## config.mk

```make
export PLATFORM = sky130hd
export DESIGN_NAME = omni_wheel_heading_mixer_top
export DESIGN_NICKNAME = d
export VERILOG_FILES = /design/src/rtl/omw_pkg.sv /design/src/rtl/omw_queue.sv /design/src/rtl/omw_front.sv /design/src/rtl/omw_back.sv /design/src/rtl/omni_wheel_heading_mixer_top.sv
export SDC_FILE = /design/constraint.sdc
export NUM_CORES = 2
export LEC_CHECK = 0
export ABC_AREA = 0
export BUFFER_PORTS_ARGS = -buffer_cell sky130_fd_sc_hd__buf_4
export CAP_MARGIN = 20
export CORE_ASPECT_RATIO = 0.5
export CORE_MARGIN = 2
export CORE_UTILIZATION = 50
export CTS_BUF_LIST = sky130_fd_sc_hd__clkbuf_4 sky130_fd_sc_hd__clkbuf_8
export DETAILED_ROUTE_END_ITERATION = 7
export PLACE_DENSITY = 0.66
export SKIP_LAST_GASP = 1
export SLEW_MARGIN = 40
export SYNTH_ARGS = -nofsm -noshare
export SYNTH_HDL_FRONTEND = slang
export SYNTH_HIERARCHICAL = 1
export SYNTH_SLANG_ARGS = --single-unit
export TNS_END_PERCENT = 5
```

## constraint.sdc

```tcl
create_clock -name clk_i -period 33.2 [get_ports clk_i]
set_input_delay 0 -clock clk_i [delete_from_list [all_inputs] [get_ports clk_i]]
set_output_delay 0 -clock clk_i [all_outputs]
set_load 0.05 [all_outputs]
```

## src/rtl/omw_pkg.sv

```systemverilog
// Package for the omni wheel heading mixer: sizes, wheel constants, back-end states
// and the cosine table generator that is evaluated at elaboration time.
// No dependencies.
package omw_pkg;

  localparam int unsigned SPEED_BITS    = 8;
  localparam int unsigned COS_FRAC_BITS = 14;
  localparam int unsigned ANGLE_BITS    = 9;
  localparam int unsigned WHEELS        = 4;
  localparam int unsigned COS_ENTRIES   = 91;
  localparam int unsigned IDX_BITS      = $clog2(COS_ENTRIES);
  localparam int unsigned TERMS         = 10;

  localparam logic [ANGLE_BITS-1:0] FULL_TURN    = ANGLE_BITS'(360);
  localparam logic [ANGLE_BITS-1:0] HALF_TURN    = ANGLE_BITS'(180);
  localparam logic [ANGLE_BITS-1:0] QUARTER_TURN = ANGLE_BITS'(90);

  // NW, SW, SE, NE
  localparam logic [ANGLE_BITS-1:0] WHEEL_OFFSET [WHEELS] = '{
    ANGLE_BITS'(315), ANGLE_BITS'(225), ANGLE_BITS'(135), ANGLE_BITS'(45)
  };
  localparam logic [WHEELS-1:0] WHEEL_NEGATE = 4'b0110;

  localparam longint unsigned PI_Q30 = 64'd3373259426;
  localparam longint unsigned Q30_ONE = 64'd1 << 30;

  localparam longint unsigned COS_STEP [TERMS] = '{
    64'd2, 64'd12, 64'd30, 64'd56, 64'd90, 64'd132, 64'd182, 64'd240, 64'd306, 64'd380
  };
  localparam longint unsigned SIN_STEP [TERMS] = '{
    64'd6, 64'd20, 64'd42, 64'd72, 64'd110, 64'd156, 64'd210, 64'd272, 64'd342, 64'd420
  };

  typedef enum logic [1:0] {
    BK_IDLE,
    BK_MUL,
    BK_DIV,
    BK_DONE
  } bk_state_e;

  function automatic longint unsigned trig_small(input int unsigned d, input bit want_sin);
    longint unsigned x;
    longint unsigned x2;
    longint unsigned term;
    longint          sum;
    x    = (longint'(d) * PI_Q30 + 64'd90) / 180;
    x2   = (x * x) >> 30;
    term = want_sin ? x : Q30_ONE;
    sum  = 0;
    for (int n = 0; n < TERMS; n++) begin
      if ((n & 1) != 0) sum = sum - longint'(term);
      else sum = sum + longint'(term);
      term = (term * x2) >> 30;
      if (want_sin) term = term / SIN_STEP[n];
      else term = term / COS_STEP[n];
    end
    if (sum < 0) sum = 0;
    return longint'(sum);
  endfunction

  // Magnitude of cos(a) for a in 0..90, rounded to frac fraction bits.
  function automatic longint unsigned cos_mag(input int unsigned a, input int unsigned frac);
    longint unsigned q;
    if (a <= 45) q = trig_small(a, 1'b0);
    else q = trig_small(90 - a, 1'b1);
    return (q + (64'd1 << (29 - frac))) >> (30 - frac);
  endfunction

endpackage

```

## src/rtl/omw_queue.sv

```systemverilog
// Two-entry queue between the front and back ends of the heading mixer.
// Depends on nothing but its width parameter.
module omw_queue #(
  parameter int unsigned Width = 8
) (
  input  logic             clk_i,
  input  logic             rst_ni,
  input  logic             push_valid_i,
  output logic             push_stall_o,
  input  logic [Width-1:0] push_data_i,
  output logic             pop_valid_o,
  input  logic             pop_i,
  output logic [Width-1:0] pop_data_o
);

  logic [Width-1:0] mem_q [2];
  logic             wr_ptr_q, rd_ptr_q;
  logic [1:0]       count_q;
  logic             push, pop;

  assign push_stall_o = (count_q == 2'd2);
  assign pop_valid_o  = (count_q != 2'd0);
  assign pop_data_o   = mem_q[rd_ptr_q];
  assign push         = push_valid_i && !push_stall_o;
  assign pop          = pop_i && pop_valid_o;

  always_ff @(posedge clk_i or negedge rst_ni) begin
    if (!rst_ni) begin
      wr_ptr_q <= 1'b0;
      rd_ptr_q <= 1'b0;
      count_q  <= 2'd0;
    end else begin
      if (push) wr_ptr_q <= ~wr_ptr_q;
      if (pop) rd_ptr_q <= ~rd_ptr_q;
      if (push && !pop) count_q <= count_q + 2'd1;
      else if (pop && !push) count_q <= count_q - 2'd1;
    end
  end

  always_ff @(posedge clk_i) begin
    if (push) mem_q[wr_ptr_q] <= push_data_i;
  end

endmodule

```

## src/rtl/omw_front.sv

```systemverilog
// Front end: accepts heading and speed, folds each wheel angle, looks up cosine,
// forms raw wheel magnitudes and their maximum. Depends on omw_pkg.
module omw_front #(
  parameter int unsigned SpeedBits  = omw_pkg::SPEED_BITS,
  parameter int unsigned CosFracBits = omw_pkg::COS_FRAC_BITS,
  parameter int unsigned JobWidth   = omw_pkg::WHEELS * (SpeedBits + 1) + 2 * SpeedBits + 1
) (
  input  logic                               clk_i,
  input  logic                               rst_ni,
  input  logic                               in_valid_i,
  output logic                               in_stall_o,
  input  logic [omw_pkg::ANGLE_BITS-1:0]     angle_deg_i,
  input  logic [SpeedBits-1:0]               speed_i,
  output logic                               job_valid_o,
  input  logic                               job_stall_i,
  output logic [JobWidth-1:0]                job_o
);
  import omw_pkg::*;

  localparam int unsigned CosW  = CosFracBits + 1;
  localparam int unsigned ProdW = SpeedBits + CosW;

  logic [CosW-1:0] cos_rom [COS_ENTRIES];

  for (genvar g = 0; g < COS_ENTRIES; g++) begin : g_rom
    localparam logic [CosW-1:0] Entry = CosW'(cos_mag(g, CosFracBits));
    assign cos_rom[g] = Entry;
  end

  logic                  a_valid_q;
  logic [IDX_BITS-1:0]   idx_q [WHEELS];
  logic [IDX_BITS-1:0]   idx_d [WHEELS];
  logic [WHEELS-1:0]     neg_q, neg_d;
  logic [SpeedBits-1:0]  spd_q;
  logic [ANGLE_BITS-1:0] ang;
  logic [ANGLE_BITS:0]   wsum [WHEELS];
  logic [ANGLE_BITS-1:0] wang [WHEELS];
  logic [ANGLE_BITS-1:0] fold [WHEELS];
  logic [ProdW-1:0]      prod [WHEELS];
  logic [SpeedBits-1:0]  mag  [WHEELS];
  logic [SpeedBits-1:0]  maxm;

  assign in_stall_o  = a_valid_q && job_stall_i;
  assign job_valid_o = a_valid_q;
  assign ang = (angle_deg_i >= FULL_TURN) ? angle_deg_i - FULL_TURN : angle_deg_i;

  always_comb begin
    for (int w = 0; w < WHEELS; w++) begin
      wsum[w] = {1'b0, ang} + {1'b0, WHEEL_OFFSET[w]};
      if (wsum[w] >= {1'b0, FULL_TURN}) wang[w] = ANGLE_BITS'(wsum[w] - {1'b0, FULL_TURN});
      else wang[w] = wsum[w][ANGLE_BITS-1:0];
      fold[w] = (wang[w] > HALF_TURN) ? FULL_TURN - wang[w] : wang[w];
      neg_d[w] = fold[w] > QUARTER_TURN;
      if (neg_d[w]) idx_d[w] = IDX_BITS'(HALF_TURN - fold[w]);
      else idx_d[w] = IDX_BITS'(fold[w]);
    end
  end

  always_ff @(posedge clk_i or negedge rst_ni) begin
    if (!rst_ni) begin
      a_valid_q <= 1'b0;
    end else if (!in_stall_o) begin
      a_valid_q <= in_valid_i;
    end
  end

  always_ff @(posedge clk_i) begin
    if (!in_stall_o && in_valid_i) begin
      idx_q <= idx_d;
      neg_q <= neg_d;
      spd_q <= speed_i;
    end
  end

  always_comb begin
    maxm = '0;
    for (int w = 0; w < WHEELS; w++) begin
      prod[w] = ProdW'(spd_q) * ProdW'(cos_rom[idx_q[w]]);
      mag[w]  = prod[w][CosFracBits +: SpeedBits];
      if (mag[w] > maxm) maxm = mag[w];
    end
  end

  assign job_o = {neg_q, (maxm == '0), maxm, mag[3], mag[2], mag[1], mag[0], spd_q};

endmodule

```

## src/rtl/omw_back.sv

```systemverilog
// Back end: rescales the four wheel magnitudes by speed/max with a bit-serial
// divider per wheel and splits them into PWM pairs. Depends on omw_pkg.
module omw_back #(
  parameter int unsigned SpeedBits = omw_pkg::SPEED_BITS,
  parameter int unsigned JobWidth  = omw_pkg::WHEELS * (SpeedBits + 1) + 2 * SpeedBits + 1
) (
  input  logic                 clk_i,
  input  logic                 rst_ni,
  input  logic                 job_valid_i,
  output logic                 job_pop_o,
  input  logic [JobWidth-1:0]  job_i,
  output logic                 out_valid_o,
  input  logic                 out_stall_i,
  output logic [SpeedBits-1:0] fwd_o [omw_pkg::WHEELS],
  output logic [SpeedBits-1:0] rev_o [omw_pkg::WHEELS]
);
  import omw_pkg::*;

  localparam int unsigned CntW = $clog2(SpeedBits + 1);
  localparam int unsigned NumW = 2 * SpeedBits;

  bk_state_e state_q, state_d;
  logic [CntW-1:0]      cnt_q, cnt_d;
  logic [SpeedBits-1:0] spd_q, maxm_q;
  logic [SpeedBits-1:0] mag_q [WHEELS];
  logic [SpeedBits-1:0] rem_q [WHEELS];
  logic [SpeedBits-1:0] lo_q  [WHEELS];
  logic [SpeedBits-1:0] rem_d [WHEELS];
  logic [SpeedBits-1:0] lo_d  [WHEELS];
  logic [NumW-1:0]      num   [WHEELS];
  logic [SpeedBits:0]   trial [WHEELS];
  logic [WHEELS-1:0]    neg_q;
  logic                 zero_q;
  logic                 out_valid_q;
  logic [SpeedBits-1:0] fwd_q [WHEELS];
  logic [SpeedBits-1:0] rev_q [WHEELS];
  logic                 out_free, load, emit;

  assign out_free    = !out_valid_q || !out_stall_i;
  assign out_valid_o = out_valid_q;
  assign fwd_o       = fwd_q;
  assign rev_o       = rev_q;

  always_comb begin
    state_d   = state_q;
    cnt_d     = cnt_q;
    load      = 1'b0;
    emit      = 1'b0;
    job_pop_o = 1'b0;
    unique case (state_q)
      BK_IDLE: begin
        if (job_valid_i) begin
          job_pop_o = 1'b1;
          load      = 1'b1;
          state_d   = BK_MUL;
        end
      end
      BK_MUL: begin
        cnt_d   = '0;
        state_d = BK_DIV;
      end
      BK_DIV: begin
        cnt_d = cnt_q + CntW'(1);
        if (cnt_q == CntW'(SpeedBits - 1)) state_d = BK_DONE;
      end
      BK_DONE: begin
        if (out_free) begin
          emit    = 1'b1;
          state_d = BK_IDLE;
        end
      end
      default: state_d = BK_IDLE;
    endcase
  end

  always_comb begin
    for (int w = 0; w < WHEELS; w++) begin
      num[w]   = NumW'(mag_q[w]) * NumW'(spd_q);
      trial[w] = {rem_q[w], lo_q[w][SpeedBits-1]};
      rem_d[w] = rem_q[w];
      lo_d[w]  = lo_q[w];
      if (state_q == BK_MUL) begin
        rem_d[w] = num[w][NumW-1:SpeedBits];
        lo_d[w]  = num[w][SpeedBits-1:0];
      end else if (state_q == BK_DIV) begin
        if (trial[w] >= {1'b0, maxm_q}) begin
          rem_d[w] = SpeedBits'(trial[w] - {1'b0, maxm_q});
          lo_d[w]  = {lo_q[w][SpeedBits-2:0], 1'b1};
        end else begin
          rem_d[w] = trial[w][SpeedBits-1:0];
          lo_d[w]  = {lo_q[w][SpeedBits-2:0], 1'b0};
        end
      end
    end
  end

  always_ff @(posedge clk_i or negedge rst_ni) begin
    if (!rst_ni) begin
      state_q     <= BK_IDLE;
      cnt_q       <= '0;
      out_valid_q <= 1'b0;
    end else begin
      state_q <= state_d;
      cnt_q   <= cnt_d;
      if (emit) out_valid_q <= 1'b1;
      else if (!out_stall_i) out_valid_q <= 1'b0;
    end
  end

  always_ff @(posedge clk_i) begin
    if (load) begin
      spd_q  <= job_i[SpeedBits-1:0];
      for (int w = 0; w < WHEELS; w++) mag_q[w] <= job_i[SpeedBits*(w+1) +: SpeedBits];
      maxm_q <= job_i[SpeedBits*(WHEELS+1) +: SpeedBits];
      zero_q <= job_i[SpeedBits*(WHEELS+2)];
      neg_q  <= job_i[SpeedBits*(WHEELS+2)+1 +: WHEELS];
    end
    rem_q <= rem_d;
    lo_q  <= lo_d;
    if (emit) begin
      for (int w = 0; w < WHEELS; w++) begin
        if (zero_q || lo_q[w] == '0) begin
          fwd_q[w] <= '0;
          rev_q[w] <= '0;
        end else if (neg_q[w] ^ WHEEL_NEGATE[w]) begin
          fwd_q[w] <= '0;
          rev_q[w] <= lo_q[w];
        end else begin
          fwd_q[w] <= lo_q[w];
          rev_q[w] <= '0;
        end
      end
    end
  end

endmodule

```

## src/rtl/omni_wheel_heading_mixer_top.sv

```systemverilog
// Omni wheel heading mixer: turns a heading and a speed into forward/reverse PWM
// duties for four omni wheels (NW, SW, SE, NE).
// Input channel: in_valid_i / in_stall_o with angle_deg_i (degrees, reduced
// modulo 360) and speed_i. Output channel: out_valid_o / out_stall_i with eight
// duty fields, one result per input, in input order.
// The front end takes an item every cycle unless the queue is full: one register
// stage folds the wheel angles, then cosine lookup, multiply and the maximum feed
// a two-entry queue. The back end pulls one item, forms magnitude*speed, then
// divides by the maximum one quotient bit per cycle, all four wheels in parallel.
// From acceptance, an item passes the front-end register and the queue, then the
// back-end idle, multiply, divide and done states. The back end finishes one
// item before it takes the next, so its divider limits sustained throughput.
// A finished result waits in the output register while the back end takes the
// next item; when the receiver stalls, the queue fills and in_stall_o rises.
// An all-zero maximum (for example speed zero) gives all duties zero.
// Reset empties the pipeline and queue; there is no other state.
module omni_wheel_heading_mixer_top #(
  parameter int unsigned SpeedBits   = omw_pkg::SPEED_BITS,
  parameter int unsigned CosFracBits = omw_pkg::COS_FRAC_BITS
) (
  input  logic                           clk_i,
  input  logic                           rst_ni,
  input  logic                           in_valid_i,
  output logic                           in_stall_o,
  input  logic [omw_pkg::ANGLE_BITS-1:0] angle_deg_i,
  input  logic [SpeedBits-1:0]           speed_i,
  output logic                           out_valid_o,
  input  logic                           out_stall_i,
  output logic [SpeedBits-1:0]           nw_fwd_pwm_o,
  output logic [SpeedBits-1:0]           nw_rev_pwm_o,
  output logic [SpeedBits-1:0]           sw_fwd_pwm_o,
  output logic [SpeedBits-1:0]           sw_rev_pwm_o,
  output logic [SpeedBits-1:0]           se_fwd_pwm_o,
  output logic [SpeedBits-1:0]           se_rev_pwm_o,
  output logic [SpeedBits-1:0]           ne_fwd_pwm_o,
  output logic [SpeedBits-1:0]           ne_rev_pwm_o
);
  import omw_pkg::*;

  localparam int unsigned JobW = WHEELS * (SpeedBits + 1) + 2 * SpeedBits + 1;

  logic            f_valid, f_stall, q_valid, q_pop;
  logic [JobW-1:0] f_job, q_job;
  logic [SpeedBits-1:0] fwd [WHEELS];
  logic [SpeedBits-1:0] rev [WHEELS];

  omw_front #(
    .SpeedBits  (SpeedBits),
    .CosFracBits(CosFracBits),
    .JobWidth   (JobW)
  ) u_front (
    .clk_i      (clk_i),
    .rst_ni     (rst_ni),
    .in_valid_i (in_valid_i),
    .in_stall_o (in_stall_o),
    .angle_deg_i(angle_deg_i),
    .speed_i    (speed_i),
    .job_valid_o(f_valid),
    .job_stall_i(f_stall),
    .job_o      (f_job)
  );

  omw_queue #(
    .Width(JobW)
  ) u_queue (
    .clk_i       (clk_i),
    .rst_ni      (rst_ni),
    .push_valid_i(f_valid),
    .push_stall_o(f_stall),
    .push_data_i (f_job),
    .pop_valid_o (q_valid),
    .pop_i       (q_pop),
    .pop_data_o  (q_job)
  );

  omw_back #(
    .SpeedBits(SpeedBits),
    .JobWidth (JobW)
  ) u_back (
    .clk_i      (clk_i),
    .rst_ni     (rst_ni),
    .job_valid_i(q_valid),
    .job_pop_o  (q_pop),
    .job_i      (q_job),
    .out_valid_o(out_valid_o),
    .out_stall_i(out_stall_i),
    .fwd_o      (fwd),
    .rev_o      (rev)
  );

  assign nw_fwd_pwm_o = fwd[0];
  assign nw_rev_pwm_o = rev[0];
  assign sw_fwd_pwm_o = fwd[1];
  assign sw_rev_pwm_o = rev[1];
  assign se_fwd_pwm_o = fwd[2];
  assign se_rev_pwm_o = rev[2];
  assign ne_fwd_pwm_o = fwd[3];
  assign ne_rev_pwm_o = rev[3];

`ifndef SYNTH
  a_pop_has_data: assert property (@(posedge clk_i) disable iff (!rst_ni)
    q_pop |-> q_valid) else $error("queue popped while empty");

  a_front_hold: assert property (@(posedge clk_i) disable iff (!rst_ni)
    (f_valid && f_stall) |=> f_valid) else $error("front item dropped while queue full");

  a_pair_exclusive: assert property (@(posedge clk_i) disable iff (!rst_ni)
    out_valid_o |-> !((nw_fwd_pwm_o != '0 && nw_rev_pwm_o != '0) ||
                      (sw_fwd_pwm_o != '0 && sw_rev_pwm_o != '0) ||
                      (se_fwd_pwm_o != '0 && se_rev_pwm_o != '0) ||
                      (ne_fwd_pwm_o != '0 && ne_rev_pwm_o != '0)))
    else $error("wheel drives forward and reverse at once");
`endif

endmodule
```

==> flow_summary.ini <==
[synthesis]
avgSynthCellArea_um2 = 8.93
yosysWarnings = 6
synth_seq_cells = 339
synth_edf_count = 327
mappedNetlistArea_mm2 = 0.0480
yosys.area.top_type = edfxtp_1
ys_top_cells_by_area = edfxtp_1 (20%), fa_1 (19%), ha_1 (11%), and2_1 (5.0%), nand2_1 (4.8%)
ys.flop_type = edfxtp_1
ys_types = 118
synth-seq-area-share_pct = 21.1
synth_cells = 5372
async_flop_share_pct = 3.54
synth_top_area_share_pct = 20.5
syn-num-nets = 6284

[routing]
wl_met3_mm = 8.70
drcViolationCount = 0
antenna_left = 0
wl_met2_mm = 56.4
num_vias = 39100
avgViaCountPerCell = 5.90
wire_per_inst_um = 18.7
wl_met1_mm = 56.2
first_pass_iters = 6
routed_wl_mm = 124
drt_iter0_markers = 3424
highest_layer = met4

[worst_setup_path]
startpoint = u_front/idx_q[14]
cpMostUsedCell = o21ai_0
r2r_start = u_front/idx_q[14]
crit_type = reg2reg
r2r-end = u_queue/mem_q[1][48]
worstRegToRegCells = 53
crit_fanout = 15
cp_slowest_cell = edfxtp_1
crit_path_end_kind = flip-flop
slowest_delay_ps = 700
r2r_slack_ps = 19320
cp_data_arrival_time_ps = 14400
required_ps = 33720
startpoint_type = flip-flop

[sta]
slew_viol_final = 0
fin_crit_sh_pct = 41.8
skew_ps = 76.4
setup_tns_ps = 0
tightest_slew_ps = 877
setup_viol = 0
rsz0062_at_grt = no
hold_violations = 0
relSlewSlack_pct = 41.1
max_freq_ghz = 0.0721
period_needed_ps = 13880

[clock_tree]
numCtsBuffers = 52
cts_setup_buffers = 0
clockBufferDepth = 3
cts.sinks = 339
cts-hold-fix-buffers = 17
root_buffer = clkbuf_8
clk_latency_ps = 730
clkSlewWorstSetupHoldPaths_ps = 70
htreeDepth = 2
cts_tree = yes
cts_resized = 0

[placed_design]
globalplace.congestion = 0.917
dp_hpwl_mm = 90.5
port_buffers = 86

[floorplanning]
die_h_um = 223
start_util_pct = 50.4
die_area_mm2 = 0.0986
rows = 80
die_width_um = 442
coreArea_mm2 = 0.0952
io_pins = 87

[min_path]
hold_path_startpoint = speed_i[6]
hold_class = in2reg
holdPathStages = 2
holdPathEnd = u_front/spd_q[6]

[finish]
final_nets = 6226
fillers = 8634
synthToLayoutAreaGrowth_pct = 6.23
drive_gt1_share_pct = 7.49

[global_route]
antenna_found_initial = 2
grt_pass1_vias = 38800
grt_start_max_net_pins = 76
grt_use_total_pct = 24.9
grt_pass1_wl_mm = 203
grt_overflow_total = 0

[job]
cap_violations = 0

[outcome]
run_status = finished clean
[synth_stat cells (all sizes together), types with 29 or more instances]
library cell / number
fa: 452
xor2: 39
mux2: 83
ha: 439
a31oi: 51
a21o: 68
buf: 64
o211ai: 53
and2: 385
o21a: 33
inv: 610
nand2b: 77
mux2i: 65
o31ai: 29
nand2: 612
edfxtp: 327
nor2b: 69
a21oi: 269
nor3: 98
a211oi: 83
nand3: 70
o21ai: 278
xnor2: 114
clkbuf: 214
o22ai: 30
nor2: 312
[metal layers]
metal | up-vias | global-route usage, %
li1 | 18300 | -
met1 | 19100 | 35.3
met2 | 1492 | 40.2
met3 | 214 | 3.40
met4 | 0 | 6.52
met5 | - | 0
[worst max-delay path, delay by kind of cell (launching register included)]
kind,cells,cell delay (ps)
AO/OA/AOI/OAI,26,5300
XOR/XNOR,1,340
adder cells (fa/ha/maj),9,3710
buffers and inverters,3,750
flip-flops,1,700
AND/OR/NAND/NOR,14,2840
[worst max-delay path by stage]
stage / to
after CTS: u_queue/mem_q[1][48]
final: u_queue/mem_q[1][48]
after global routing: u_queue/mem_q[1][48]
after detailed placement: u_queue/mem_q[0][48]
after global placement: u_queue/mem_q[0][48]
after floorplan: u_queue/mem_q[0][48]
[kinds of logic (layout without fill, tap and decap cells)]
| logic type | after synthesis | in the layout | synth area share (%) |
|---|---|---|---|
| and+or+nand+nor | 1792 | 1792 | 18.4 |
| AOI/OAI and AO/OA | 1140 | 1140 | 15.8 |
| buffers and inverters | 898 | 883 | 7.30 |
| adders and majority gates | 891 | 891 | 30.3 |
| DFF | 339 | 339 | 21.1 |
| muxes | 159 | 159 | 4.21 |
| xor gates and xnor gates | 153 | 153 | 2.79 |
| other | 0 | 2 | 0 |
[area by class of cell]
type | instances | area, µm² | area share (%)
antenna | 2 | 5.00 | 0.00982
clock buffer | 59 | 768 | 1.51
clock inverter | 38 | 322 | 0.631
inverter | 620 | 2330 | 4.57
multi-input combinational | 4135 | 34500 | 67.7
sequential | 339 | 10100 | 19.9
tap | 1271 | 1590 | 3.12
timing repair buffer | 166 | 1330 | 2.60
[layout by cell type (no fill, tap or decap), drive strengths merged, types with 18 or more instances in the layout]
master	count
nand3	70
a31oi	51
clkinv	34
o311ai	20
o211ai	53
and3	25
or2	18
inv	615
nor2b	69
a21boi	20
xnor2	114
mux2i	65
and2	385
fa	452
a21oi	269
nor2	312
nand2b	77
o31ai	29
xor2	39
edfxtp	327
nor4	23
ha	439
mux2	83
buf	149
nand4	22
a21o	68
nand2	612
o21a	33
a211oi	83
nor3	98
clkbuf	59
or3	26
o22ai	30
o21ai	278
a221oi	22
[state kept, by name (all words and copies together) (netlist names), 4 cells and up]
name and count:
u_back/cnt_q 4, u_back/fwd_o 32, u_back/lo_q 32, u_back/mag_q 32
u_back/maxm_q 8, u_back/neg_q 4, u_back/rem_q 32, u_back/rev_o 32
u_back/spd_q 8, u_front/idx_q 28, u_front/neg_q 4, u_front/spd_q 8
u_queue/mem_q 106
[through the flow]
step | hold WS (ps) | util [%] | std cells | cell area [µm²] | worst slack (ps)
2_1_floorplan | -296 | - | 5372 | 48000 | 21140
3_3_place_gp | -152 | 52.0 | 6505 | 49500 | 19400
3_5_place_dp | -148 | 52.1 | 6512 | 49600 | 19270
4_1_cts | 2.75 | 53.4 | 6626 | 50900 | 19190
5_1_grt | 13.5 | 53.5 | 6629 | 50900 | 18410
6_report | 55.3 | 53.5 | 6630 | 50900 | 19320
Power is not shown: default switching activity piles up to over one toggle a cycle in this logic, so the estimate is an artifact.
